`config.mk`:
```
export PLATFORM = sky130hd
export DESIGN_NAME = sha1_hash_engine_core
export DESIGN_NICKNAME = d
export VERILOG_FILES = /design/src/hdl/sha1he_pkg.sv /design/src/hdl/sha1he_front.sv /design/src/hdl/sha1he_queue.sv /design/src/hdl/sha1he_back.sv /design/src/hdl/sha1_hash_engine_core.sv
export SDC_FILE = /design/constraint.sdc
export NUM_CORES = 2
export LEC_CHECK = 0
export ABC_AREA = 1
export BUFFER_PORTS_ARGS = -buffer_cell sky130_fd_sc_hd__buf_2
export CELL_PAD_IN_SITES_DETAIL_PLACEMENT = 1
export CELL_PAD_IN_SITES_GLOBAL_PLACEMENT = 2
export CORE_ASPECT_RATIO = 1.5
export CORE_MARGIN = 3
export CORE_UTILIZATION = 36
export CTS_CLUSTER_SIZE = 28
export DETAILED_ROUTE_END_ITERATION = 8
export PLACE_DENSITY_LB_ADDON = 0.08
export SLEW_MARGIN = 15
export SYNTH_ARGS = -nofsm -noshare
export SYNTH_HDL_FRONTEND = slang
export SYNTH_HIERARCHICAL = 1
export SYNTH_SLANG_ARGS = --single-unit
```
`constraint.sdc`:
```
create_clock -name clk -period 12.5 [get_ports clk]
set_input_delay 2.5 -clock clk [delete_from_list [all_inputs] [get_ports clk]]
set_output_delay 2.5 -clock clk [all_outputs]
set_load 0.02 [all_outputs]
```
`src/hdl/sha1he_pkg.sv`:
```
// Shared types and constants of the SHA-1 hash engine.
// Used by the front classifier, the item queue and the compression back end.
`default_nettype none

package sha1he_pkg;

    // One queued item: a message byte and the two flags that travel with it.
    typedef struct packed {
        logic [7:0] data;
        logic       has_byte;
        logic       is_end;
    } sha1he_item_t;

    localparam int unsigned ITEM_W = 10;

    // Initial chaining words h0 to h4.
    localparam logic [31:0] H_INIT [5] = '{
        32'h67452301, 32'hEFCDAB89, 32'h98BADCFE, 32'h10325476, 32'hC3D2E1F0
    };

    // Round constants, one for each group of twenty rounds.
    localparam logic [31:0] K_ROUND [4] = '{
        32'h5A827999, 32'h6ED9EBA1, 32'h8F1BBCDC, 32'hCA62C1D6
    };

    localparam logic [7:0] PAD_BYTE    = 8'h80;
    localparam logic [6:0] LAST_ROUND  = 7'd79;
    localparam logic [2:0] LAST_WORD   = 3'd4;

    // Round groups select the boolean function and the constant.
    typedef enum logic [1:0] {
        GRP_CHOOSE = 2'd0,
        GRP_PARITY = 2'd1,
        GRP_MAJ    = 2'd2,
        GRP_PAR2   = 2'd3
    } sha1he_grp_t;

    // Boolean function of one round.
    function automatic logic [31:0] sha1he_f(
        input sha1he_grp_t grp,
        input logic [31:0] b,
        input logic [31:0] c,
        input logic [31:0] d
    );
        logic [31:0] res;
        case (grp)
            GRP_CHOOSE: res = (b & c) | (~b & d);
            GRP_MAJ:    res = (b & c) | (b & d) | (c & d);
            default:    res = b ^ c ^ d;
        endcase
        return res;
    endfunction

endpackage

`default_nettype wire

```
`src/hdl/sha1he_front.sv`:
```
// Input side of the SHA-1 hash engine: accepts items and drops those that
// carry neither a byte nor an end mark. Depends on sha1he_pkg.
`default_nettype none

module sha1he_front (
    input  wire logic                  push,
    output logic                       full,
    input  wire logic [7:0]            data_byte,
    input  wire logic                  byte_valid,
    input  wire logic                  end_of_message,
    input  wire logic                  q_full,
    output logic                       q_push,
    output sha1he_pkg::sha1he_item_t   q_item
);
    import sha1he_pkg::*;

    // An item is taken whenever the queue has room; only useful items are queued.
    assign full   = q_full;
    assign q_push = push && !q_full && (byte_valid || end_of_message);

    // Pack the fields into a queue entry.
    always_comb
    begin
        q_item.data     = data_byte;
        q_item.has_byte = byte_valid;
        q_item.is_end   = end_of_message;
    end

endmodule

`default_nettype wire

```
`src/hdl/sha1he_queue.sv`:
```
// Short item queue between the front classifier and the compression back end.
// Depends on sha1he_pkg for the item type.
`default_nettype none

module sha1he_queue #(
    parameter int unsigned DEPTH = 4
) (
    input  wire logic                     clk,
    input  wire logic                     rst_n,
    input  wire logic                     wr_en,
    input  wire sha1he_pkg::sha1he_item_t wr_item,
    output logic                          full,
    input  wire logic                     rd_en,
    output sha1he_pkg::sha1he_item_t      rd_item,
    output logic                          empty
);
    import sha1he_pkg::*;

    localparam int unsigned PTR_W = (DEPTH > 1) ? $clog2(DEPTH) : 1;
    localparam int unsigned CNT_W = $clog2(DEPTH + 1);
    localparam logic [PTR_W-1:0] PTR_LAST = PTR_W'(DEPTH - 1);
    localparam logic [CNT_W-1:0] CNT_FULL = CNT_W'(DEPTH);

    sha1he_item_t     store_reg [DEPTH];
    logic [PTR_W-1:0] wr_ptr_reg, wr_ptr_next;
    logic [PTR_W-1:0] rd_ptr_reg, rd_ptr_next;
    logic [CNT_W-1:0] count_reg, count_next;
    logic             do_wr, do_rd;

    assign full    = (count_reg == CNT_FULL);
    assign empty   = (count_reg == '0);
    assign do_wr   = wr_en && !full;
    assign do_rd   = rd_en && !empty;
    assign rd_item = store_reg[rd_ptr_reg];

    // Pointer and fill count update.
    always_comb
    begin
        wr_ptr_next = wr_ptr_reg;
        rd_ptr_next = rd_ptr_reg;
        count_next  = count_reg;
        if (do_wr)
        begin
            wr_ptr_next = (wr_ptr_reg == PTR_LAST) ? '0 : wr_ptr_reg + 1'b1;
        end
        if (do_rd)
        begin
            rd_ptr_next = (rd_ptr_reg == PTR_LAST) ? '0 : rd_ptr_reg + 1'b1;
        end
        if (do_wr && !do_rd)
        begin
            count_next = count_reg + 1'b1;
        end
        else if (do_rd && !do_wr)
        begin
            count_next = count_reg - 1'b1;
        end
    end

    always_ff @(posedge clk or negedge rst_n)
    begin
        if (!rst_n)
        begin
            wr_ptr_reg <= '0;
            rd_ptr_reg <= '0;
            count_reg  <= '0;
        end
        else
        begin
            wr_ptr_reg <= wr_ptr_next;
            rd_ptr_reg <= rd_ptr_next;
            count_reg  <= count_next;
        end
    end

    // Entry storage needs no reset.
    always_ff @(posedge clk)
    begin
        if (do_wr)
        begin
            store_reg[wr_ptr_reg] <= wr_item;
        end
    end

`ifndef SYNTH
    // The fill count never passes the depth.
    assert property (@(posedge clk) disable iff (!rst_n) count_reg <= CNT_FULL)
        else $error("queue count beyond depth");
    // With one slot in use and only a read, the queue drains.
    assert property (@(posedge clk) disable iff (!rst_n)
        (count_reg == CNT_W'(1) && do_rd && !do_wr) |=> empty)
        else $error("queue did not drain");
    // Read and write pointers meet whenever the queue is empty.
    assert property (@(posedge clk) disable iff (!rst_n)
        empty |-> (rd_ptr_reg == wr_ptr_reg))
        else $error("queue pointers apart while empty");
`endif

endmodule

`default_nettype wire

```
`src/hdl/sha1he_back.sv`:
```
// Compression back end of the SHA-1 hash engine: byte gathering, padding,
// the 80-round compression and digest delivery. Depends on sha1he_pkg.
`default_nettype none

module sha1he_back (
    input  wire logic                     clk,
    input  wire logic                     rst_n,
    input  wire logic                     q_empty,
    input  wire sha1he_pkg::sha1he_item_t q_item,
    output logic                          q_pop,
    output logic                          empty,
    input  wire logic                     pop,
    output logic [31:0]                   digest_word,
    output logic [2:0]                    word_index,
    output logic                          last_word
);
    import sha1he_pkg::*;

    typedef enum logic [2:0] {
        S_IDLE,
        S_ROUND,
        S_FOLD,
        S_PAD,
        S_OUT
    } state_t;

    state_t       state_reg, state_next;
    logic [5:0]   fill_reg, fill_next;
    logic [63:0]  bits_reg, bits_next;
    logic [31:0]  h_reg [5];
    logic [31:0]  h_next [5];
    logic [6:0]   rnd_reg, rnd_next;
    logic [2:0]   idx_reg, idx_next;
    logic         end_pend_reg, end_pend_next;
    logic         pad_reg, pad_next;
    logic         pad_first_reg, pad_first_next;
    logic         len_ok_reg, len_ok_next;

    // Payload: 64-byte window that doubles as the message schedule, and the
    // five working words.
    logic [511:0] win_reg;
    logic [31:0]  a_reg, b_reg, c_reg, d_reg, e_reg;

    logic         take_item;
    logic         shift_byte;
    logic [7:0]   byte_in;
    logic [7:0]   pad_byte;
    logic         start_round;
    sha1he_grp_t  grp;
    logic [31:0]  w_head;
    logic [31:0]  w_mix;
    logic [31:0]  w_new;
    logic [31:0]  t_sum;
    logic         out_take;

    // Result side of the queue interface.
    assign empty       = (state_reg != S_OUT);
    assign digest_word = h_reg[idx_reg];
    assign word_index  = idx_reg;
    assign last_word   = (idx_reg == LAST_WORD);
    assign out_take    = pop && !empty;

    // Items are drawn from the queue only between blocks.
    assign q_pop     = (state_reg == S_IDLE) && !q_empty;
    assign take_item = q_pop;

    // Padding byte: the marker, zeros, then the big-endian bit length.
    always_comb
    begin
        if (pad_first_reg)
        begin
            pad_byte = PAD_BYTE;
        end
        else if (len_ok_reg && (fill_reg[5:3] == 3'b111))
        begin
            pad_byte = bits_reg[{~fill_reg[2:0], 3'b000} +: 8];
        end
        else
        begin
            pad_byte = 8'h00;
        end
    end

    assign shift_byte  = (take_item && q_item.has_byte) || (state_reg == S_PAD);
    assign byte_in     = (state_reg == S_PAD) ? pad_byte : q_item.data;
    assign start_round = shift_byte && (fill_reg == 6'd63);

    // Round datapath: one round per cycle.
    always_comb
    begin
        if (rnd_reg < 7'd20)
        begin
            grp = GRP_CHOOSE;
        end
        else if (rnd_reg < 7'd40)
        begin
            grp = GRP_PARITY;
        end
        else if (rnd_reg < 7'd60)
        begin
            grp = GRP_MAJ;
        end
        else
        begin
            grp = GRP_PAR2;
        end
    end

    assign w_head = win_reg[511:480];
    assign w_mix  = win_reg[95:64] ^ win_reg[255:224] ^ win_reg[447:416] ^ w_head;
    assign w_new  = {w_mix[30:0], w_mix[31]};
    assign t_sum  = {a_reg[26:0], a_reg[31:27]} + sha1he_f(grp, b_reg, c_reg, d_reg)
                  + e_reg + K_ROUND[grp] + w_head;

    // Control next state.
    always_comb
    begin
        state_next     = state_reg;
        fill_next      = fill_reg;
        bits_next      = bits_reg;
        rnd_next       = rnd_reg;
        idx_next       = idx_reg;
        end_pend_next  = end_pend_reg;
        pad_next       = pad_reg;
        pad_first_next = pad_first_reg;
        len_ok_next    = len_ok_reg;
        for (int i = 0; i < 5; i++)
        begin
            h_next[i] = h_reg[i];
        end

        if (shift_byte)
        begin
            fill_next = fill_reg + 6'd1;
        end

        case (state_reg)
            S_IDLE:
            begin
                if (take_item)
                begin
                    if (q_item.has_byte)
                    begin
                        bits_next = bits_reg + 64'd8;
                    end
                    if (start_round)
                    begin
                        state_next    = S_ROUND;
                        rnd_next      = '0;
                        end_pend_next = q_item.is_end;
                    end
                    else if (q_item.is_end)
                    begin
                        state_next     = S_PAD;
                        pad_next       = 1'b1;
                        pad_first_next = 1'b1;
                    end
                end
            end
            S_PAD:
            begin
                pad_first_next = 1'b0;
                if (pad_first_reg)
                begin
                    len_ok_next = (fill_reg < 6'd56);
                end
                if (start_round)
                begin
                    state_next = S_ROUND;
                    rnd_next   = '0;
                end
            end
            S_ROUND:
            begin
                rnd_next = rnd_reg + 7'd1;
                if (rnd_reg == LAST_ROUND)
                begin
                    state_next = S_FOLD;
                end
            end
            S_FOLD:
            begin
                h_next[0] = h_reg[0] + a_reg;
                h_next[1] = h_reg[1] + b_reg;
                h_next[2] = h_reg[2] + c_reg;
                h_next[3] = h_reg[3] + d_reg;
                h_next[4] = h_reg[4] + e_reg;
                if (pad_reg)
                begin
                    if (len_ok_reg)
                    begin
                        state_next = S_OUT;
                        idx_next   = '0;
                    end
                    else
                    begin
                        state_next  = S_PAD;
                        len_ok_next = 1'b1;
                    end
                end
                else if (end_pend_reg)
                begin
                    state_next     = S_PAD;
                    pad_next       = 1'b1;
                    pad_first_next = 1'b1;
                    end_pend_next  = 1'b0;
                end
                else
                begin
                    state_next = S_IDLE;
                end
            end
            S_OUT:
            begin
                if (out_take)
                begin
                    idx_next = idx_reg + 3'd1;
                    if (idx_reg == LAST_WORD)
                    begin
                        state_next  = S_IDLE;
                        idx_next    = '0;
                        fill_next   = '0;
                        bits_next   = '0;
                        pad_next    = 1'b0;
                        len_ok_next = 1'b0;
                        for (int i = 0; i < 5; i++)
                        begin
                            h_next[i] = H_INIT[i];
                        end
                    end
                end
            end
            default:
            begin
                state_next = S_IDLE;
            end
        endcase
    end

    // State and registered outputs.
    always_ff @(posedge clk or negedge rst_n)
    begin
        if (!rst_n)
        begin
            state_reg     <= S_IDLE;
            fill_reg      <= '0;
            bits_reg      <= '0;
            rnd_reg       <= '0;
            idx_reg       <= '0;
            end_pend_reg  <= 1'b0;
            pad_reg       <= 1'b0;
            pad_first_reg <= 1'b0;
            len_ok_reg    <= 1'b0;
            for (int i = 0; i < 5; i++)
            begin
                h_reg[i] <= H_INIT[i];
            end
        end
        else
        begin
            state_reg     <= state_next;
            fill_reg      <= fill_next;
            bits_reg      <= bits_next;
            rnd_reg       <= rnd_next;
            idx_reg       <= idx_next;
            end_pend_reg  <= end_pend_next;
            pad_reg       <= pad_next;
            pad_first_reg <= pad_first_next;
            len_ok_reg    <= len_ok_next;
            for (int i = 0; i < 5; i++)
            begin
                h_reg[i] <= h_next[i];
            end
        end
    end

    // Window shifts by a byte while gathering and by a word per round;
    // working words load from the chaining words as a block starts.
    always_ff @(posedge clk)
    begin
        if (shift_byte)
        begin
            win_reg <= {win_reg[503:0], byte_in};
        end
        else if (state_reg == S_ROUND)
        begin
            win_reg <= {win_reg[479:0], w_new};
        end
        if (start_round)
        begin
            a_reg <= h_reg[0];
            b_reg <= h_reg[1];
            c_reg <= h_reg[2];
            d_reg <= h_reg[3];
            e_reg <= h_reg[4];
        end
        else if (state_reg == S_ROUND)
        begin
            a_reg <= t_sum;
            b_reg <= a_reg;
            c_reg <= {b_reg[1:0], b_reg[31:2]};
            d_reg <= c_reg;
            e_reg <= d_reg;
        end
    end

`ifndef SYNTH
    // A digest word on offer always has a valid index.
    assert property (@(posedge clk) disable iff (!rst_n) !empty |-> (idx_reg <= LAST_WORD))
        else $error("digest index out of range");
    // Digest delivery starts only at a block boundary.
    assert property (@(posedge clk) disable iff (!rst_n) !empty |-> (fill_reg == '0))
        else $error("digest offered with a partial block");
    // Taking the last word restores the initial chaining value and idles.
    assert property (@(posedge clk) disable iff (!rst_n)
        (out_take && last_word) |=> (state_reg == S_IDLE && h_reg[0] == H_INIT[0]
                                     && bits_reg == '0))
        else $error("engine not restarted after digest");
    // The round counter stays within one compression.
    assert property (@(posedge clk) disable iff (!rst_n)
        (state_reg == S_ROUND) |-> (rnd_reg <= LAST_ROUND))
        else $error("round counter overran");
    // Padding only ever follows an end mark.
    assert property (@(posedge clk) disable iff (!rst_n) (state_reg == S_PAD) |-> pad_reg)
        else $error("padding without end of message");
`endif

endmodule

`default_nettype wire

```
`src/hdl/sha1_hash_engine_core.sv`:
```
// SHA-1 hash engine. Message bytes are pushed one item at a time, an item with
// end_of_message closes the message, and five digest words (h0 first) are popped
// from the result side. Items first land in a short queue; the engine then shifts
// one byte per cycle into its block window while the queue holds items and,
// after 64 bytes, runs one round per cycle. It takes no new bytes while it
// compresses a block; throughput is set by the single round unit and the byte-wide
// fill path. Closing a message adds one padding byte per cycle up to the block end
// plus one or two compressions, and the digest words stay on offer until popped.
// Depends on sha1he_pkg, sha1he_front, sha1he_queue and sha1he_back.
`default_nettype none

module sha1_hash_engine_core #(
    parameter int unsigned QUEUE_DEPTH = 4
) (
    input  wire logic        clk,
    input  wire logic        rst_n,
    input  wire logic        push,
    output logic             full,
    input  wire logic [7:0]  data_byte,
    input  wire logic        byte_valid,
    input  wire logic        end_of_message,
    output logic             empty,
    input  wire logic        pop,
    output logic [31:0]      digest_word,
    output logic [2:0]       word_index,
    output logic             last_word
);
    import sha1he_pkg::*;

    logic         q_full;
    logic         q_push;
    logic         q_empty;
    logic         q_pop;
    sha1he_item_t q_in_item;
    sha1he_item_t q_out_item;

    // Front classifier.
    sha1he_front u_front (
        .push           (push),
        .full           (full),
        .data_byte      (data_byte),
        .byte_valid     (byte_valid),
        .end_of_message (end_of_message),
        .q_full         (q_full),
        .q_push         (q_push),
        .q_item         (q_in_item)
    );

    // Item queue between the two sides.
    sha1he_queue #(
        .DEPTH (QUEUE_DEPTH)
    ) u_queue (
        .clk     (clk),
        .rst_n   (rst_n),
        .wr_en   (q_push),
        .wr_item (q_in_item),
        .full    (q_full),
        .rd_en   (q_pop),
        .rd_item (q_out_item),
        .empty   (q_empty)
    );

    // Compression back end.
    sha1he_back u_back (
        .clk         (clk),
        .rst_n       (rst_n),
        .q_empty     (q_empty),
        .q_item      (q_out_item),
        .q_pop       (q_pop),
        .empty       (empty),
        .pop         (pop),
        .digest_word (digest_word),
        .word_index  (word_index),
        .last_word   (last_word)
    );

endmodule

`default_nettype wire
```
==> metrics.md <==
| Metric | Value |
|---|---|
| CP Data Required Time | `10000 ps` |
| Min-delay worst type | `flip-flop to flip-flop` |
| Number of gates resized after cts | `0` |
| Vias in the first global route | `56000` |
| Post-Synth Adder-Cell Area | `8.29%` |
| Final critical-path share of the clock period | `51.5%` |
| CTS Buf Count | `107` |
| Clk sink count | `963` |
| Highest clock rate | `0.155 GHz` |
| Gr ovfl total | `0` |
| Post-CTS Hold Fix Bufs | `0` |
| Number of flip-flops under the largest register name | `512` |
| WL per Instance | `25.3 um` |
| CP peak stage delay | `1070 ps` |
| Sum of buffers and inverters on the critical path | `4` |
| DRC Markers | `0` |
| Final Net Count | `8131` |
| # port buffers | `51` |
| Slew Viols, Final | `0` |
| Cell family with most CP delay | `buffers and inverters` |
| Worst setup EP type | `output port` |
| Fin Clk Skew | `34.4 ps` |
| Setup_tns | `0 ps` |
| Main combinational cell family by area after synthesis | `simple AND/OR/NAND/NOR gates` |
| I/O pin count | `52` |
| Die X | `345 um` |
| Arr. time, crit path | `3940 ps` |
| # setup viols final | `0` |
| Rows | `185` |
| Outcome | `finished clean` |
| H-Tree Depth | `3` |
| Post-Synthesis Cells | `7837` |
| CTS root buf | `clkbuf_16` |
| WS Path Type | `flip-flop to output port` |
| Post-Syn Nets | `8186` |
| Max_cap viols | `0` |
| Slew at the pin closest to its max-slew limit | `1270 ps` |
| Post-Route WL | `256000 um` |
| Antenna violations before repair | `7` |
| Chip Height | `514 um` |
| Post-synthesis register bit count | `963` |
| Post-synthesis compound-gate area fraction | `9.49%` |
| Final HPWL DP | `199000 um` |
| Async set or reset register ratio after synthesis | `26.1%` |
| Via count | `53100` |
| Starting density of the core | `36.4%` |
| Critical Path, Cell by Cell | `buf_4 > clkinv_1 > buf_4 > o21ai_0 > nand3_1 > o21ai_0 > buf_2` |
| Seq/Total Area, Yosys | `44.8%` |
| Register area | `27800 um^2` |
| Initial DRC count | `3746` |
| Clock transition at the registers of the reported paths | `60 ps` |
| Avg Inst Size Synth | `7.91 um^2` |
| Mux contribution to synthesized area | `0.0161%` |
| Hold path startpoint | `u_back/h_reg[128]$_DFFE_PN1P_` |
| RSZ-0062 raised after global routing | `no` |
| Gr usage total | `28.7%` |
| CTS tree | `done` |
| Worst-Skew Late Latency | `760 ps` |
| Distinct cells, synth | `61` |
| DRT Pass-1 Iters | `5` |
| Via-per-instance ratio | `5.25` |
| Multi-input logic area | `28800 um^2` |
| Die Area | `177000 um^2` |
| Pin count of the biggest net entering global routing | `217` |
| Post-route minimum period | `6440 ps` |
| Share of cells above drive strength 1 | `5.16%` |
| Post-Syn Area | `62000 um^2` |
| Simple-Gate Fraction of Synth Area | `26.2%` |
| Gpl congestion | `0.965` |
| Longest Clk Path Bufs | `3` |
| Synth-to-Final Area Change | `8.65%` |
| Synth Area in XOR/XNOR | `2.37%` |
| Core Area | `170000 um^2` |
| Slowest stage cell on the critical path | `o21ai_0` |
| Top_reg_cell synth | `edfxtp_1` |
| Rel. slew slack | `14.6%` |
| Critical path origin | `u_back/word_index[0]$_DFFE_PN0P_` |
| Critical R2R Launch | `u_back/rnd_reg[4]$_DFFE_PN0P_` |
| Synth warn | `6` |
| Antenna-violating nets left | `0` |
| Final Hold Fails | `0` |
| Startpoint Class | `flip-flop` |
| Number of synthesized flops with an enable pin | `712` |
| CP max FO | `84` |
| Filler cell count | `20700` |
| First-pass GRT wire length | `374000 um` |
| Number of setup buffers added after CTS | `0` |
-- cell usage in the layout (no fill, tap or decap), types with 7 or more instances in the layout --
cell / n
nand3_1: 337
nor3_1: 79
dfrtp_1: 170
xor2_1: 61
clkinv_2: 17
nand4_1: 96
o211ai_1: 29
a21oi_1: 341
bufinv_16: 9
xnor2_1: 107
clkbuf_8: 12
nor3_2: 7
buf_4: 52
o21ai_1: 94
a21boi_0: 8
nand2_1: 2956
inv_1: 977
o21a_1: 7
nor4_1: 8
clkbuf_1: 21
ha_1: 209
clkinv_1: 16
o21ai_0: 480
dfstp_2: 80
o21bai_1: 35
nand3b_1: 24
o22ai_1: 80
nor2_1: 447
fa_1: 126
or2_2: 17
buf_2: 50
a31oi_1: 9
clkbuf_16: 107
edfxtp_1: 712
-- tightest hold or removal path, delay by kind of cell, from the launching register on --
family                 cells  cell delay [ps]
flip-flops                 1              380
AO/OA/AOI/OAI              1               70
buffers and inverters      1               60
-- routing by layer --
layer,track usage [%],wire length [um]
met5,0,9
met4,18.1,19100
met3,2.73,7990
met2,52.6,132000
met1,31.5,96200
-- worst paths after layout --
path	endpoint	cells after the start	slack [ps]
min reg2reg	u_back/h_reg[128]$_DFFE_PN1P_	2	510
max	digest_word[2]	7	6060
max reg2reg	u_back/a_reg[14]$_DFFE_PN_	22	6680
min in group asynchronous	u_back/h_reg[124]$_DFFE_PN0P_	1	1690
max in group asynchronous	u_back/h_reg[9]$_DFFE_PN0P_	3	8900
min	u_back/h_reg[128]$_DFFE_PN1P_	2	510
-- cell families (layout without fill, tap and decap cells) --
group,after synthesis,after routing
buffers and inverters,1256,1288
muxes,1,1
other,0,4
DFF,963,963
and+or+nand+nor,4013,4013
adders and majority gates,335,335
AOI/OAI and AO/OA,1101,1101
xor gates and xnor gates,168,168
-- cells in the mapped netlist, types with 8 or more instances --
library cell | count | share of area, %
nor3_1 | 79 | 0.64
edfxtp_1 | 712 | 34
nand2_1 | 2959 | 18
clkbuf_1 | 67 | 0.41
ha_1 | 209 | 4.2
buf_6 | 61 | 1.1
buf_4 | 63 | 0.76
o21ai_0 | 480 | 3.9
nand4_1 | 96 | 0.97
dfrtp_1 | 171 | 6.9
fa_1 | 126 | 4.1
or2_2 | 17 | 0.17
o22ai_1 | 80 | 0.81
nor4_1 | 8 | 0.081
nand3_1 | 337 | 2.7
nand3b_1 | 24 | 0.29
o211ai_1 | 29 | 0.35
xnor2_1 | 107 | 1.5
a21boi_0 | 8 | 0.097
nor2_1 | 447 | 2.7
a31oi_1 | 9 | 0.091
o21bai_1 | 35 | 0.42
buf_1 | 16 | 0.097
xor2_1 | 61 | 0.86
inv_1 | 978 | 5.9
o21ai_1 | 94 | 0.76
a21oi_1 | 341 | 2.8
dfstp_2 | 80 | 3.4
buf_2 | 59 | 0.48
-- layout make-up --
class	count	area share (%)
antenna	4	0.0149
clock buffer	140	4.34
clock inverter	56	0.999
inverter	988	5.54
multi-input combinational	5618	42.7
sequential	963	41.2
tap	2244	4.17
timing repair buffer	104	1.00
-- metrics by stage --
step	instance area (um^2)	std cells	setup WS [ps]	utilization, %	hold WS (ps)
final	67400	10100	6060	39.5	510
after CTS	67300	10100	6060	39.5	507
after global routing	67300	10100	5910	39.5	528
after detailed placement	63700	9917	6600	37.4	496
after global placement	63700	9917	6750	37.4	481
after floorplan	62000	7837	4260	-	455
Power is not shown: default switching activity piles up to over one toggle a cycle in this logic, so the estimate is an artifact.
